`src/hw/rtl/tcw_pkg.sv`:
```
// Package: shared constants, types and control structs of the text console writer.
`timescale 1ns / 1ps

package tcw_pkg;

    // Screen geometry
    localparam int COLUMNS = 80;
    localparam int ROWS    = 25;
    localparam int CELLS   = ROWS * COLUMNS;

    // Internal widths derived from the geometry
    localparam int ROW_W  = $clog2(ROWS);
    localparam int COL_W  = $clog2(COLUMNS);
    localparam int ADDR_W = $clog2(CELLS);

    // Fixed widths of the item fields
    localparam int CHAR_W      = 8;
    localparam int COLOR_W     = 8;
    localparam int CELL_W      = CHAR_W + COLOR_W;
    localparam int READ_ROW_W  = 5;
    localparam int READ_COL_W  = 7;
    localparam int OUT_ROW_W   = 5;
    localparam int OUT_COL_W   = 7;

    // Character and attribute codes
    localparam logic [CHAR_W-1:0]  NEWLINE_CODE = 8'd10;
    localparam logic [CHAR_W-1:0]  BLANK_CODE   = 8'd32;
    localparam logic [COLOR_W-1:0] RESET_COLOR  = 8'h07;

    // Item kinds
    localparam logic KIND_PUT  = 1'b0;
    localparam logic KIND_READ = 1'b1;

    typedef enum logic [1:0] {
        ST_CLEAR,
        ST_IDLE,
        ST_READ,
        ST_ROW
    } t_state;

    // Commands from the controller to the datapath
    typedef struct packed {
        logic accept;           // input item taken this cycle
        logic clear_all;        // power-up sweep over the whole store
        logic clear_row;        // blank the row that just left the top
        logic load_result;      // capture the result item
        logic result_scrolled;  // result reports a scroll
        logic result_read;      // result carries the read cell
    } t_dp_cmd;

    // Status from the datapath to the controller
    typedef struct packed {
        logic is_read;          // offered item is a read
        logic put_scrolls;      // offered put item scrolls the screen
        logic sweep_last;       // sweep is at its final cell
    } t_dp_status;

endpackage

```
`src/hw/rtl/tcw_ctrl.sv`:
```
// Controller: state machine that sequences clearing, reads, puts and scrolls.
`timescale 1ns / 1ps

module tcw_ctrl (
    input  logic                 i_clk,
    input  logic                 i_rst_n,
    input  logic                 i_in_valid,
    output logic                 o_in_ready,
    output logic                 o_out_valid,
    input  logic                 i_out_ready,
    input  tcw_pkg::t_dp_status  i_status,
    output tcw_pkg::t_dp_cmd     o_cmd
);

    tcw_pkg::t_state r_state, n_state;
    logic            r_out_valid, n_out_valid;
    logic            out_free;
    logic            accept;

    assign out_free = !r_out_valid || i_out_ready;
    assign accept   = (r_state == tcw_pkg::ST_IDLE) && out_free && i_in_valid;

    // Next state
    always_comb begin
        n_state = r_state;
        case (r_state)
            tcw_pkg::ST_CLEAR: begin
                if (i_status.sweep_last) begin
                    n_state = tcw_pkg::ST_IDLE;
                end
            end
            tcw_pkg::ST_IDLE: begin
                if (accept) begin
                    if (i_status.is_read) begin
                        n_state = tcw_pkg::ST_READ;
                    end else if (i_status.put_scrolls) begin
                        n_state = tcw_pkg::ST_ROW;
                    end
                end
            end
            tcw_pkg::ST_READ: begin
                n_state = tcw_pkg::ST_IDLE;
            end
            tcw_pkg::ST_ROW: begin
                if (i_status.sweep_last) begin
                    n_state = tcw_pkg::ST_IDLE;
                end
            end
            default: begin
                n_state = tcw_pkg::ST_CLEAR;
            end
        endcase
    end

    // Outputs and datapath commands
    always_comb begin
        o_cmd      = '0;
        o_in_ready = 1'b0;
        case (r_state)
            tcw_pkg::ST_CLEAR: begin
                o_cmd.clear_all = 1'b1;
            end
            tcw_pkg::ST_IDLE: begin
                o_in_ready   = out_free;
                o_cmd.accept = accept;
                if (accept && !i_status.is_read && !i_status.put_scrolls) begin
                    o_cmd.load_result = 1'b1;
                end
            end
            tcw_pkg::ST_READ: begin
                o_cmd.load_result = 1'b1;
                o_cmd.result_read = 1'b1;
            end
            tcw_pkg::ST_ROW: begin
                o_cmd.clear_row = 1'b1;
                if (i_status.sweep_last) begin
                    o_cmd.load_result     = 1'b1;
                    o_cmd.result_scrolled = 1'b1;
                end
            end
            default: begin
                o_cmd = '0;
            end
        endcase
    end

    // Set on a new result, drop once taken
    always_comb begin
        n_out_valid = r_out_valid;
        if (o_cmd.load_result) begin
            n_out_valid = 1'b1;
        end else if (r_out_valid && i_out_ready) begin
            n_out_valid = 1'b0;
        end
    end

    always_ff @(posedge i_clk) begin
        if (!i_rst_n) begin
            r_state     <= tcw_pkg::ST_CLEAR;
            r_out_valid <= 1'b0;
        end else begin
            r_state     <= n_state;
            r_out_valid <= n_out_valid;
        end
    end

    assign o_out_valid = r_out_valid;

`ifndef SYNTHESIS
    // A new result never overwrites one still waiting
    a_no_overwrite: assert property (@(posedge i_clk) disable iff (!i_rst_n)
        o_cmd.load_result |-> (!r_out_valid || i_out_ready))
        else $error("result register overwritten");

    // A read item yields its result in the following cycle
    a_read_latency: assert property (@(posedge i_clk) disable iff (!i_rst_n)
        (accept && i_status.is_read) |=> o_cmd.load_result)
        else $error("read result not produced");

    // A put item that does not scroll completes at once
    a_put_latency: assert property (@(posedge i_clk) disable iff (!i_rst_n)
        (accept && !i_status.is_read && !i_status.put_scrolls) |-> o_cmd.load_result)
        else $error("put result not produced");

    // The end of a row blank presents a scrolled result
    a_scroll_result: assert property (@(posedge i_clk) disable iff (!i_rst_n)
        (r_state == tcw_pkg::ST_ROW && i_status.sweep_last) |=> r_out_valid)
        else $error("scroll result missing");
`endif

endmodule
```
`config.mk`:
```
export PLATFORM = sky130hd
export DESIGN_NAME = tcw_ctrl
export DESIGN_NICKNAME = d
export VERILOG_FILES = /design/src/hw/rtl/tcw_pkg.sv /design/src/hw/rtl/tcw_ctrl.sv
export SDC_FILE = /design/constraint.sdc
export NUM_CORES = 1
export LEC_CHECK = 0
export BUFFER_PORTS_ARGS = -buffer_cell sky130_fd_sc_hd__buf_2
export CORE_AREA = 4 4 41 43
export DETAILED_ROUTE_END_ITERATION = 7
export DIE_AREA = 0 0 45 47
export GPL_TIMING_DRIVEN = 0
export PLACE_DENSITY = 0.52
export SLEW_MARGIN = 20
export SYNTH_ARGS = -nofsm -noshare
export SYNTH_HDL_FRONTEND = slang
export SYNTH_SLANG_ARGS = --single-unit
```
`constraint.sdc`:
```
create_clock -name i_clk -period 1.6 [get_ports i_clk]
set_input_delay 0.4 -clock i_clk [delete_from_list [all_inputs] [get_ports i_clk]]
set_output_delay 0.4 -clock i_clk [all_outputs]
set_load 0.01 [all_outputs]
```
---- Yosys cells after proc, flatten, opt, wreduce, memory -nomap -nowiden ----
Cells that the tools add are included.
word-level totals
  memories ................................ 0
  flip-flop bits (word level) ............. 3
  input port bits ......................... 7
  output and inout bits ................... 8
  bits in latches ......................... 0
  word-level logic and storage cells ...... 37
  memory bits (writable) .................. 0
  bits in read-only memories .............. 0
operators by class
  $mul .................................... 0
  add/sub/neg operators ................... 0
  equality and inequality tests ........... 6
  reductions and logical operators ........ 13
  $lt $le $gt $ge ......................... 0
  bitwise logic cells ..................... 0
  div/mod/pow operators ................... 0
  shift-type cells ........................ 0
  mux-type cells .......................... 16
operators by type and width
  operator            count
  $mux 2              5
  $mux 1              9
  $pmux 2 s3          1
  $logic_and 1x1->1   5
  $eq 2x2->1 const B  2
  $logic_not 1->1     3
  $ne 3x3->1 const B  1
  $pmux 1 s3          1
  $reduce_and 3->1    1
  $eq 2x1->1 const B  1
  $logic_not 2->1     1
  $ne 2x1->1 const B  1
  $ne 2x2->1 const B  1
  $reduce_bool 2->1   1
  $reduce_or 2->1     1
  $logic_or 1x1->1    1

---- Depth between registers and ports, before layout ----
Gate-level depths: netlist (run 1).
  depth in word-level cells ............... 9
  mapped depth ............................ 6
  depth with buffers taken out ............ 5

---- Worst setup path before layout (run 1) ----
OpenSTA, ideal clock, no wires.
  path kind ............................... register to output
  start point ............................. register r_state[0]
  end point ............................... output o_cmd[2] (netlist name)
  arrival ................................. 1087 ps
  path slack .............................. 113 ps
  buffers on the path ..................... 1
  stages on the path, launching flop included .. 6
  data required time ...................... 1200 ps
  path through ............................ dfxtp_1 -> ha_1 -> and2_1 -> nor2_1 -> a21oi_1 -> buf_4
RTL lines
  item                      line             text
  start: declaration        tcw_ctrl.sv:15   tcw_pkg::t_state r_state, n_state;
  start signal: assignment  tcw_ctrl.sv:99   r_state <= tcw_pkg::ST_CLEAR;
  start signal: assignment  tcw_ctrl.sv:102  r_state <= n_state;
  end: declaration          tcw_ctrl.sv:12   output tcw_pkg::t_dp_cmd o_cmd

==> summary.txt, run 1 <==
Outcome
  – Status: finished, violations left
  – Failing checks: setup timing

Pwr
  – Leak: 0.2184 nW
  – Pwr Density: 747.3 nW/um^2
  – Max rail drop VDD: 342.7 uV

Finish
  – Post-layout instance count excluding filler cells: 70
  – Fill count: 148
  – Area growth, synth to finish: 80.58%
  – Share of layout cells above drive strength 1: 60.00%
  – Inserted Diodes: 0
  – Final #Nets: 67

Min path
  – Worst Hold Class: input port to flop
  – Hold Path End: r_state[0]
  – Hold Startpoint: i_rst_n
  – WHS Path Cells: 2

Timing
  – Slew Viols, Final: 0
  – Clk_skew: 1.214 ps
  – Worst slew margin: 81.04%
  – Min Tclk post-route: 1618 ps
  – Final setup viols: 1
  – Fin crit share: 101.1%
  – Final Hold Vio Count: 0
  – F_max: 618.0 MHz
  – Worst-Margin Slew: 284.3 ps
  – RSZ-0062 raised after global routing: true
  – Post-route setup slack: -18.19 ps

Route
  – 1st-iter DRT viols: 7
  – DR WL/cell: 9.857 um
  – DR pass1 iterations: 4
  – DRT antenna net count: 0
  – Vias/cell: 4.471
  – Total Wirelength: 690 um
  – Via count: 313
  – Number of remaining DRC errors: 0

Setup path
  – Worst-path cell with the longest stage delay: dfxtp_2
  – Worst path max stage delay: 320 ps
  – RR Endpoint: r_state[0]
  – Worst Path Max Fanout: 3
  – Cell family with most CP delay: flip-flops
  – Worst Path Buf+Inv: 2
  – CP Launch Type: flop
  – Cell Chain, Critical Path: inv_2 > ha_4 > and2_4 > nand3_4 > a21oi_2 > buf_6
  – Reg-to-Reg Start: r_state[1]
  – Worst EP required: 1200 ps
  – Internal reg-to-reg setup slack: 80 ps
  – Critical path endpoint category: output port
  – CP Depth: 6
  – Worst Setup Path Type: flop to output port
  – FF-to-FF path depth: 6
  – Worst EP arrival: 1220 ps

Synth
  – Avg Inst Size Synth: 7.811 sq um
  – Mapped Cells: 33
  – Synth Register Bits: 3
  – Synthesized Nets: 44
  – Synthesized area: 257.7 sq um
  – Post-synthesis cell type count: 17
  – Register area share after synthesis: 23.30%
  – Synth Warn #: 0

Placed design
  – Gpl congestion: 0.6722
  – Pre-CTS setup slack: -69.29 ps
  – Hpwl dp: 543.7 um
  – Placed insts: 62
  – Input/output buffers: 14

GRT
  – Largest net degree at the start of global routing: 8
  – Grt ovf: 0
  – Vias in the first global route: 278
  – Initial antenna violation count: 0
  – GRT Util Overall: 7.334%
  – First-pass GRT wire length: 1062 um

Floorplanning
  – Full die area: 2115 sq um
  – Die Y: 47 um
  – Initial Util: 19.81%
  – Core outline area: 1301 sq um
  – I/O pins: 15
  – Die width: 45 um
  – Row Count: 13

CTS
  – CTS Buf Count: 3
  – CTS root buffer: clkbuf_4
  – H-tree level count: 1
  – Clk_lat worst skew: 230 ps
  – Clk sinks: 3
  – Clk slew on worst S/H paths: 30 ps
  – CTS max path bufs: 2
  – Hold buffers post-CTS: 0
  – TritonCTS clock tree: done

Run
  – Max-cap violation count: 0
[report_power, final]
| group | switching, mW | internal (mW) | total [mW] |
|---|---|---|---|
| logic | 0.0568 | 0.0671 | 0.124 |
| registers | 0.00787 | 0.0828 | 0.0906 |
| clock network | 0.0398 | 0.0935 | 0.133 |
[flip-flops by register name, summed over array words and instances, names as in the netlist]
signal	count
o_out_valid	1
r_state	2
[synthesized netlist by cell type]
cell	n	share of area (%)
and2_1	4	9.7
ha_1	4	19
inv_1	3	4.4
nor2b_1	1	2.4
o21ai_0	1	1.9
o21a_1	1	2.9
nand2b_1	1	2.4
o22a_1	1	3.4
nor3_1	1	1.9
nand3_1	3	5.8
dfxtp_1	3	23
o311a_1	1	3.9
and3_1	1	2.4
a221oi_1	1	3.4
buf_4	1	2.9
a21oi_1	2	3.9
nor2_1	4	5.8
[repair_timing]
item | in CTS | in global routing
setup buffers | 4 | 1
resized for setup | 11 | 4
pin swaps | 3 | 2
endpoints found under the setup margin | 2 | 3
[worst reg2reg max path, cell delays in order (launching register included)]
cell	delay [ps]
dfxtp_2	340
inv_2	50
buf_4	130
ha_4	210
o22a_1	170
and3_1	190
o311a_1	320
[per-stage QoR]
| stage | instance area (sq um) | TNS, ps | util (%) | power, mW | hold slack, ps |
|---|---|---|---|---|---|
| global route | 465.4 | -129.8 | 35.77 | 0.3776 | 401.0 |
| global placement | 346.6 | -68.34 | 26.63 | 0.1782 | 505.6 |
| finish | 465.4 | -18.19 | 35.77 | 0.3478 | 405.9 |
| CTS | 442.9 | -85.85 | 34.04 | 0.3518 | 397.8 |
| floorplan | 257.7 | 0 | - | 0.1468 | 478.9 |
| detailed placement | 346.6 | -69.29 | 26.63 | 0.1794 | 505.3 |
[metal layers]
metal	vias to the layer above	share of wire (%)	global-route usage, %
li1	158	-	-
met1	139	38	7.014
met2	16	50	12.43
met3	0	11	4.598
met4	0	0	3.509
met5	-	0	0
[cell usage in the layout (no fill, tap or decap)]
cell and count:
nor2_1 3, dfxtp_2 1, nand2b_1 1, buf_6 1
nor2_2 1, a21oi_2 1, ha_4 2, o21ai_0 1
clkbuf_1 1, dfxtp_4 1, buf_2 13, nor2b_1 1
clkbuf_4 3, nand3_1 2, and2_1 2, and2_4 2
nand3_4 1, inv_2 1, buf_4 5, a21oi_1 1
and3_1 1, o311a_1 1, ha_2 1, dfxtp_1 1
o22a_1 1, ha_1 1, nor3_1 1, a221oi_1 1
inv_1 2, o21a_1 1
[cell families after synthesis]
group / count (synthesis) / synth area share, %
simple gates: 15 / 30.58
compound gates: 7 / 19.42
buf+inv: 4 / 7.282
fa+ha+maj: 4 / 19.42
flops: 3 / 23.30
[area by class of cell]
cell class / instances / area (sq um) / area share (%)
multi-input combinational: 26 / 230.2 / 49.46
timing repair buffer: 19 / 113.9 / 24.46
inverter: 3 / 11.26 / 2.419
sequential: 3 / 65.06 / 13.98
tap: 15 / 18.77 / 4.032
clock buffer: 4 / 26.28 / 5.645
[how the worst max path moves through the flow]
| stage | startpoint | to | slack, ps |
|---|---|---|---|
| 4_1_cts | r_state[1] | o_cmd[2] | -60 |
| 3_3_place_gp | r_state[1] | o_cmd[2] | -70 |
| 2_1_floorplan | r_state[0] | o_cmd[2] | 110 |
| 3_5_place_dp | r_state[1] | o_cmd[2] | -70 |
| 5_1_grt | r_state[1] | o_cmd[2] | -80 |
| 6_report | r_state[1] | o_cmd[2] | -20 |
No activity file was read; power rests on OpenSTA's default activity.
==> run 2: changes to the inputs <==
--- a/config.mk
+++ b/config.mk
@@ -7,6 +7,7 @@
 export LEC_CHECK = 0
 export BUFFER_PORTS_ARGS = -buffer_cell sky130_fd_sc_hd__buf_2
 export CORE_AREA = 4 4 41 43
+export CTS_BUF_LIST = sky130_fd_sc_hd__clkbuf_16
 export DETAILED_ROUTE_END_ITERATION = 7
 export DIE_AREA = 0 0 45 47
 export GPL_TIMING_DRIVEN = 0
==> summary.txt, run 2 (synthesis gave the netlist of run 1 again) <==
Setup path
  – Internal reg-to-reg setup slack: 70 ps (was 80 ps)
  – Worst EP required: 1200 ps (about the same)
  – Worst Path Max Fanout: 3 (unchanged)
  – Worst EP arrival: 1200 ps (was 1220 ps)
  – Critical path endpoint category: output port (unchanged)
  – FF-to-FF path depth: 6 (unchanged)
  – Worst Setup Path Type: flop to output port (unchanged)
  – CP Launch Type: flop (unchanged)

Placed design
  – Input/output buffers: 14 (unchanged)
  – Hpwl dp: 543.7 um (unchanged)
  – Gpl congestion: 0.6722 (unchanged)
  – Placed insts: 62 (unchanged)
  – Pre-CTS setup slack: -69.29 ps (unchanged)

Finish
  – Final #Nets: 67 (unchanged)
  – Most frequent cells in the layout: buf_2, buf_4, nor2_1, clkbuf_16 (was buf_2, buf_4, nor2_1, clkbuf_4)
  – Most flop-heavy register: r_state (unchanged)
  – Post-layout instance count excluding filler cells: 70 (unchanged)
  – Area growth, synth to finish: 101.0% (was 80.58%)
  – Share of layout cells above drive strength 1: 61.82% (was 60.00%)
  – Fill count: 141 (was 148)
  – Commonest non-fill, non-tap cell in the layout: buf_2 (unchanged)
  – Inserted Diodes: 0 (unchanged)
  – Max reg flops: 2 (unchanged)

CTS
  – TritonCTS clock tree: done (unchanged)
  – CTS root buffer: clkbuf_16 (was clkbuf_4)
  – H-tree level count: 1 (unchanged)
  – Clk_lat worst skew: 220 ps (was 230 ps)
  – CTS Buf Count: 3 (unchanged)
  – CTS max path bufs: 2 (unchanged)
  – Clk sinks: 3 (unchanged)
  – Hold buffers post-CTS: 0 (unchanged)
  – Clk slew on worst S/H paths: 30 ps (about the same)

Run
  – Max-cap violation count: 0 (unchanged)

Timing
  – Worst-Margin Slew: 283.8 ps (was 284.3 ps)
  – Final setup viols: 1 (unchanged)
  – Clk_skew: 3.478 ps (was 1.214 ps)
  – Min Tclk post-route: 1604 ps (was 1618 ps)
  – F_max: 623.6 MHz (was 618.0 MHz)
  – Fin crit share: 100.2% (was 101.1%)
  – RSZ-0062 raised after global routing: true (unchanged)
  – Final Hold Vio Count: 0 (unchanged)
  – Slew Viols, Final: 0 (unchanged)
  – Worst slew margin: 81.08% (was 81.04%)
  – Post-route setup slack: -3.617 ps (was -18.19 ps)

GRT
  – GRT Util Overall: 7.425% (was 7.334%)
  – Grt ovf: 0 (unchanged)
  – Largest net degree at the start of global routing: 8 (unchanged)
  – Vias in the first global route: 272 (was 278)
  – First-pass GRT wire length: 1076 um (was 1062 um)
  – Initial antenna violation count: 0 (unchanged)

Route
  – Routed wl met2: 365 um (was 347 um)
  – M1 wire length: 267 um (was 264 um)
  – DR WL/cell: 10.14 um (was 9.857 um)
  – Number of remaining DRC errors: 0 (unchanged)
  – Vias/cell: 4.500 (was 4.471)
  – DR pass1 iterations: 2 (was 4)
  – Via count: 315 (was 313)
  – Total Wirelength: 710 um (was 690 um)
  – Highest routed metal layer: met3 (unchanged)
  – WL met3: 77 um (was 79 um)
  – 1st-iter DRT viols: 8 (was 7)
  – DRT antenna net count: 0 (unchanged)

Floorplanning
  – I/O pins: 15 (unchanged)
  – Die Y: 47 um (unchanged)
  – Core outline area: 1301 sq um (unchanged)
  – Full die area: 2115 sq um (unchanged)
  – Row Count: 13 (unchanged)
  – Initial Util: 19.81% (unchanged)
  – Die width: 45 um (unchanged)

Outcome
  – Status: finished, violations left (unchanged)
  – Failing checks: setup timing (unchanged)

Pwr
  – Leak: 0.2451 nW (was 0.2184 nW)
  – Max rail drop VDD: 761.0 uV (was 342.7 uV)
  – Pwr Density: 1168 nW/um^2 (was 747.3 nW/um^2)

Min path
  – WHS Path Cells: 2 (unchanged)
  – Worst Hold Class: input port to flop (unchanged)
[run 2: changes by cell type in the layout (fill, tap and decap cells not counted), sizes merged]
cell	before	now
clkbuf	4	3
inv	3	4
[run 2: critical path, stage by stage, from the launching register on]
cell	delay, ps
dfxtp_2	320
inv_2	70
ha_4	120
and2_4	150
nand3_4	60
a21oi_2	140
buf_6	110
[run 2: final timing paths]
kind | endpoint | from
setup reg to reg | r_state[0] | r_state[1]
hold reg to reg | r_state[0] | r_state[0]
hold / removal | r_state[0] | i_rst_n
setup / recovery | o_cmd[2] | r_state[1]
[run 2: timing repair]
action,in CTS,in global routing
buffers inserted,4,1
setup endpoints to repair,3,2
gates resized for setup,11,5
pin swaps,3,2
[run 2: area by class of cell]
type / instances / area (sq um) / area share (%)
inverters: 3 / 11.26 / 2.174
clock inverters: 1 / 3.754 / 0.7246
clock buffers: 3 / 75.07 / 14.49
well taps: 15 / 18.77 / 3.623
repair buffers: 19 / 113.9 / 21.98
flip-flops and latches: 3 / 65.06 / 12.56
multi-input cells: 26 / 230.2 / 44.44
[run 2: stage by stage]
step           hold WS (ps)  utilization, %  total power [mW]  cell area, sq um  TNS, ps
2_1_floorplan         478.9               -            0.1468             257.7        0
3_3_place_gp          505.6           26.63            0.1782             346.6   -68.34
3_5_place_dp          505.3           26.63            0.1794             346.6   -69.29
4_1_cts               426.6           38.08            0.6024             495.5   -41.97
5_1_grt               431.3           39.81            0.6324             518.0   -76.45
6_report              425.5           39.81            0.6049             518.0   -3.617
[run 2: layer usage]
layer | GRT usage (%) | vias to the layer above
met3 | 4.598 | 0
met5 | 0 | -
li1 | - | 161
met1 | 7.045 | 140
met4 | 1.754 | 0
met2 | 13.56 | 14
[run 2: power by group]
group          total (mW)  switching, mW  leakage, nW  internal, mW
clock               0.388         0.0661       0.0423         0.322
sequential         0.0919        0.00892       0.0256        0.0829
combinational       0.125         0.0572        0.177        0.0678
==> run 3: changes to the inputs <==
--- a/config.mk
+++ b/config.mk
@@ -5,6 +5,7 @@
 export SDC_FILE = /design/constraint.sdc
 export NUM_CORES = 1
 export LEC_CHECK = 0
+export ABC_AREA = 1
 export BUFFER_PORTS_ARGS = -buffer_cell sky130_fd_sc_hd__buf_2
 export CORE_AREA = 4 4 41 43
 export CTS_BUF_LIST = sky130_fd_sc_hd__clkbuf_16
==> summary.txt, run 3 <==
Synth
  – Register area share after synthesis: 23.41% (was 23.30%)
  – Largest family of logic cells by synthesized area: simple AND/OR/NAND/NOR gates (unchanged)
  – Largest area contributor in the netlist: dfxtp_1 (unchanged)
  – Area share of fa/ha/maj cells after synthesis: 19.51% (was 19.42%)
  – Compound-Gate Fraction of Synth Area: 13.17% (was 19.42%)
  – Synth Register Bits: 3 (unchanged)
  – Post-synthesis cell type count: 13 (was 17)
  – Post-synth top area share: 23.41% (was 23.30%)
  – Async SR Flop Fraction: 0% (unchanged)
  – Multiplexer area fraction after synthesis: 0% (unchanged)
  – Post-Synth XOR/XNOR Area: 0% (unchanged)
  – Synth Warn #: 0 (unchanged)
  – Most common cell in the synthesized netlist: inv_1
  – Mapped Cells: 39 (was 33)
  – Top cells by count, synth: inv_1, nand2_1, nor2_1 (was and2_1, ha_1, nor2_1)
  – Avg Inst Size Synth: 6.577 sq um (was 7.811 sq um)
  – Post-Synth Simple-Gate Area: 27.80% (was 30.58%)
  – Ys flop type: dfxtp_1 (unchanged)
  – Post-synth EDFFs: 0 (unchanged)
  – Synthesized Nets: 50 (was 44)
  – Top cells by area in the synthesized netlist: dfxtp_1, ha_1, inv_1 (was dfxtp_1, ha_1, and2_1)
  – Synthesized area: 256.5 sq um (was 257.7 sq um)

Timing
  – Worst slew margin: 89.12% (was 81.08%)
  – Final Hold Vio Count: 0 (unchanged)
  – Setup total negative slack: 0 ps (was -3.617 ps)
  – Final setup viols: 0 (was 1)
  – Min Tclk post-route: 1578 ps (was 1604 ps)
  – RSZ-0062 raised after global routing: true (unchanged)
  – Fin crit share: 98.60% (was 100.2%)
  – Worst-Margin Slew: 162.5 ps (was 283.8 ps)
  – Post-route setup slack: 22.38 ps (was -3.617 ps)
  – Slew Viols, Final: 0 (unchanged)
  – Hold_ws: 421.3 ps (was 425.5 ps)
  – F_max: 633.9 MHz (was 623.6 MHz)
  – Clk_skew: 5.101 ps (was 3.478 ps)

Route
  – DR WL/cell: 9.910 um (was 10.14 um)
  – Total Wirelength: 773 um (was 710 um)
  – Vias/cell: 4.038 (was 4.500)
  – Number of remaining DRC errors: 0 (unchanged)
  – DR pass1 iterations: 4 (was 2)
  – DRT antenna net count: 0 (unchanged)
  – Via count: 315 (unchanged)
  – 1st-iter DRT viols: 2 (was 8)

Finish
  – Most flop-heavy register: r_state (unchanged)
  – Area growth, synth to finish: 114.6% (was 101.0%)
  – Max reg flops: 2 (unchanged)
  – Share of layout cells above drive strength 1: 65.08% (was 61.82%)
  – Most frequent cells in the layout: buf_2, inv_1, buf_4 (was buf_2, buf_4, nor2_1, clkbuf_16)
  – Commonest non-fill, non-tap cell in the layout: buf_2 (unchanged)
  – Final instance area: 550.5 sq um (was 518.0 sq um)
  – Final #Nets: 75 (was 67)
  – Final core utilization: 42.31% (was 39.81%)
  – Inserted Diodes: 0 (unchanged)
  – Fill count: 143 (was 141)

CTS
  – TritonCTS clock tree: done (unchanged)
  – CTS root buffer: clkbuf_16 (unchanged)
  – Clk slew on worst S/H paths: 30 ps (about the same)
  – Clk sinks: 3 (unchanged)
  – Clk_lat worst skew: 220 ps (about the same)
  – H-tree level count: 1 (unchanged)
  – CTS Buf Count: 3 (unchanged)
  – CTS max path bufs: 2 (unchanged)

Pwr
  – Max rail drop VDD: 824.4 uV (was 761.0 uV)
  – Leak: 0.2895 nW (was 0.2451 nW)
  – Pwr Density: 1151 nW/um^2 (was 1168 nW/um^2)

Setup path
  – Worst-path cell with the longest stage delay: dfxtp_4 (was dfxtp_2)
  – CP dominant cell by count: nand2_1
  – Cell family with most CP delay: flip-flops (unchanged)
  – CP Launch Type: flop (unchanged)
  – Worst path max stage delay: 360 ps (was 320 ps)
  – Worst EP arrival: 1180 ps (was 1200 ps)
  – Worst Path Buf+Inv: 3 (was 2)
  – Critical path endpoint category: output port (unchanged)
  – Worst EP required: 1200 ps (about the same)
  – Worst Setup Path Type: flop to output port (unchanged)
  – Worst Path Max Fanout: 4 (was 3)
  – Cell Chain, Critical Path: ha_4 > nand2_2 > inv_2 > nor2_2 > nand2_1 > nand2_1 > inv_1 > buf_6 (was inv_2 > ha_4 > and2_4 > nand3_4 > a21oi_2 > buf_6)

Floorplanning
  – Die width: 45 um (unchanged)
  – Initial Util: 19.71% (was 19.81%)
  – Core outline area: 1301 sq um (unchanged)
  – Full die area: 2115 sq um (unchanged)
  – Row Count: 13 (unchanged)
  – Die Y: 47 um (unchanged)
  – I/O pins: 15 (unchanged)

GRT
  – Met2 Track Usage GR: 14.41% (was 13.56%)
  – GRT met1 Usage: 8.145% (was 7.045%)
  – GRT met3 Usage: 6.130% (was 4.598%)
  – GRT busiest layer: met2 (unchanged)
  – Vias in the first global route: 336 (was 272)
  – First-pass GRT wire length: 1262 um (was 1076 um)
  – Initial antenna violation count: 0 (unchanged)
  – GRT Util Overall: 8.675% (was 7.425%)
  – Largest net degree at the start of global routing: 5 (was 8)
  – Grt ovf: 0 (unchanged)

Placed design
  – Gpl congestion: 0.7238 (was 0.6722)
  – Hpwl dp: 488.2 um (was 543.7 um)
  – Pre-CTS setup slack: 8.189 ps (was -69.29 ps)
  – Input/output buffers: 14 (unchanged)
  – Placed instance area: 345.3 sq um (was 346.6 sq um)

Run
  – Max-cap violation count: 0 (unchanged)

Min path
  – Worst Hold Class: input port to flop (unchanged)

Outcome
  – Status: completed (was finished, violations left)
==> run 3: where the power goes <==
part           internal [mW]  switching, mW  total [mW]
clock                  0.322         0.0699       0.392
sequential            0.0833         0.0149      0.0982
combinational         0.0700         0.0734       0.143
==> run 3: area by class of cell <==
type / count / area, sq um / share of cell area (%)
Clock buffer: 3 / 75.07 / 13.64
Multi-Input combinational cell: 26 / 214.0 / 38.86
Clock inverter: 1 / 3.754 / 0.6818
Inverter: 9 / 38.79 / 7.045
Tap cell: 15 / 18.77 / 3.409
Sequential cell: 3 / 67.56 / 12.27
Timing Repair Buffer: 21 / 132.6 / 24.09
==> run 3: layer usage <==
metal  vias up  wire length [um]
li1        165                 -
met1       133               285
met2        15               402
met3         2                70
met4         0                15
met5         -                 0
==> run 3: kinds of logic after synthesis <==
family	Yosys count
simple gates	16
fa+ha+maj	4
buf+inv	10
compound gates	6
flops	3
==> run 3: repair_timing <==
item / CTS / global route
pin swaps: 7 / 2
hold buffers: 0 / 0
buffers inserted: 7 / 1
resized for setup: 15 / 8
endpoints found under the setup margin: 2 / 4
==> run 3: per-stage QoR <==
stage                     cells  power [mW]
after floorplan              39      0.1581
after global placement       68      0.1907
after detailed placement     68      0.1914
after CTS                    77      0.6167
after global routing         78      0.6722
final                        78      0.6339
==> run 3: worst paths after layout <==
path / start / to / slack [ps] / depth (start not counted)
setup reg to reg: r_state[1] / o_out_valid / 30 / 11
setup / recovery: r_state[1] / o_cmd[2] / 20 / 8
hold / removal: i_rst_n / r_state[0] / 420 / 3
hold reg to reg: r_state[1] / r_state[1] / 560 / 2
==> run 3: worst register-to-register path, delay by kind of cell (launching register included) <==
family                     cells  cell delay, ps
buffers and inverters          6             680
DFF                            1             360
and+or+nand+nor                3             220
adders and majority gates      1             130
AOI/OAI and AO/OA              1             120
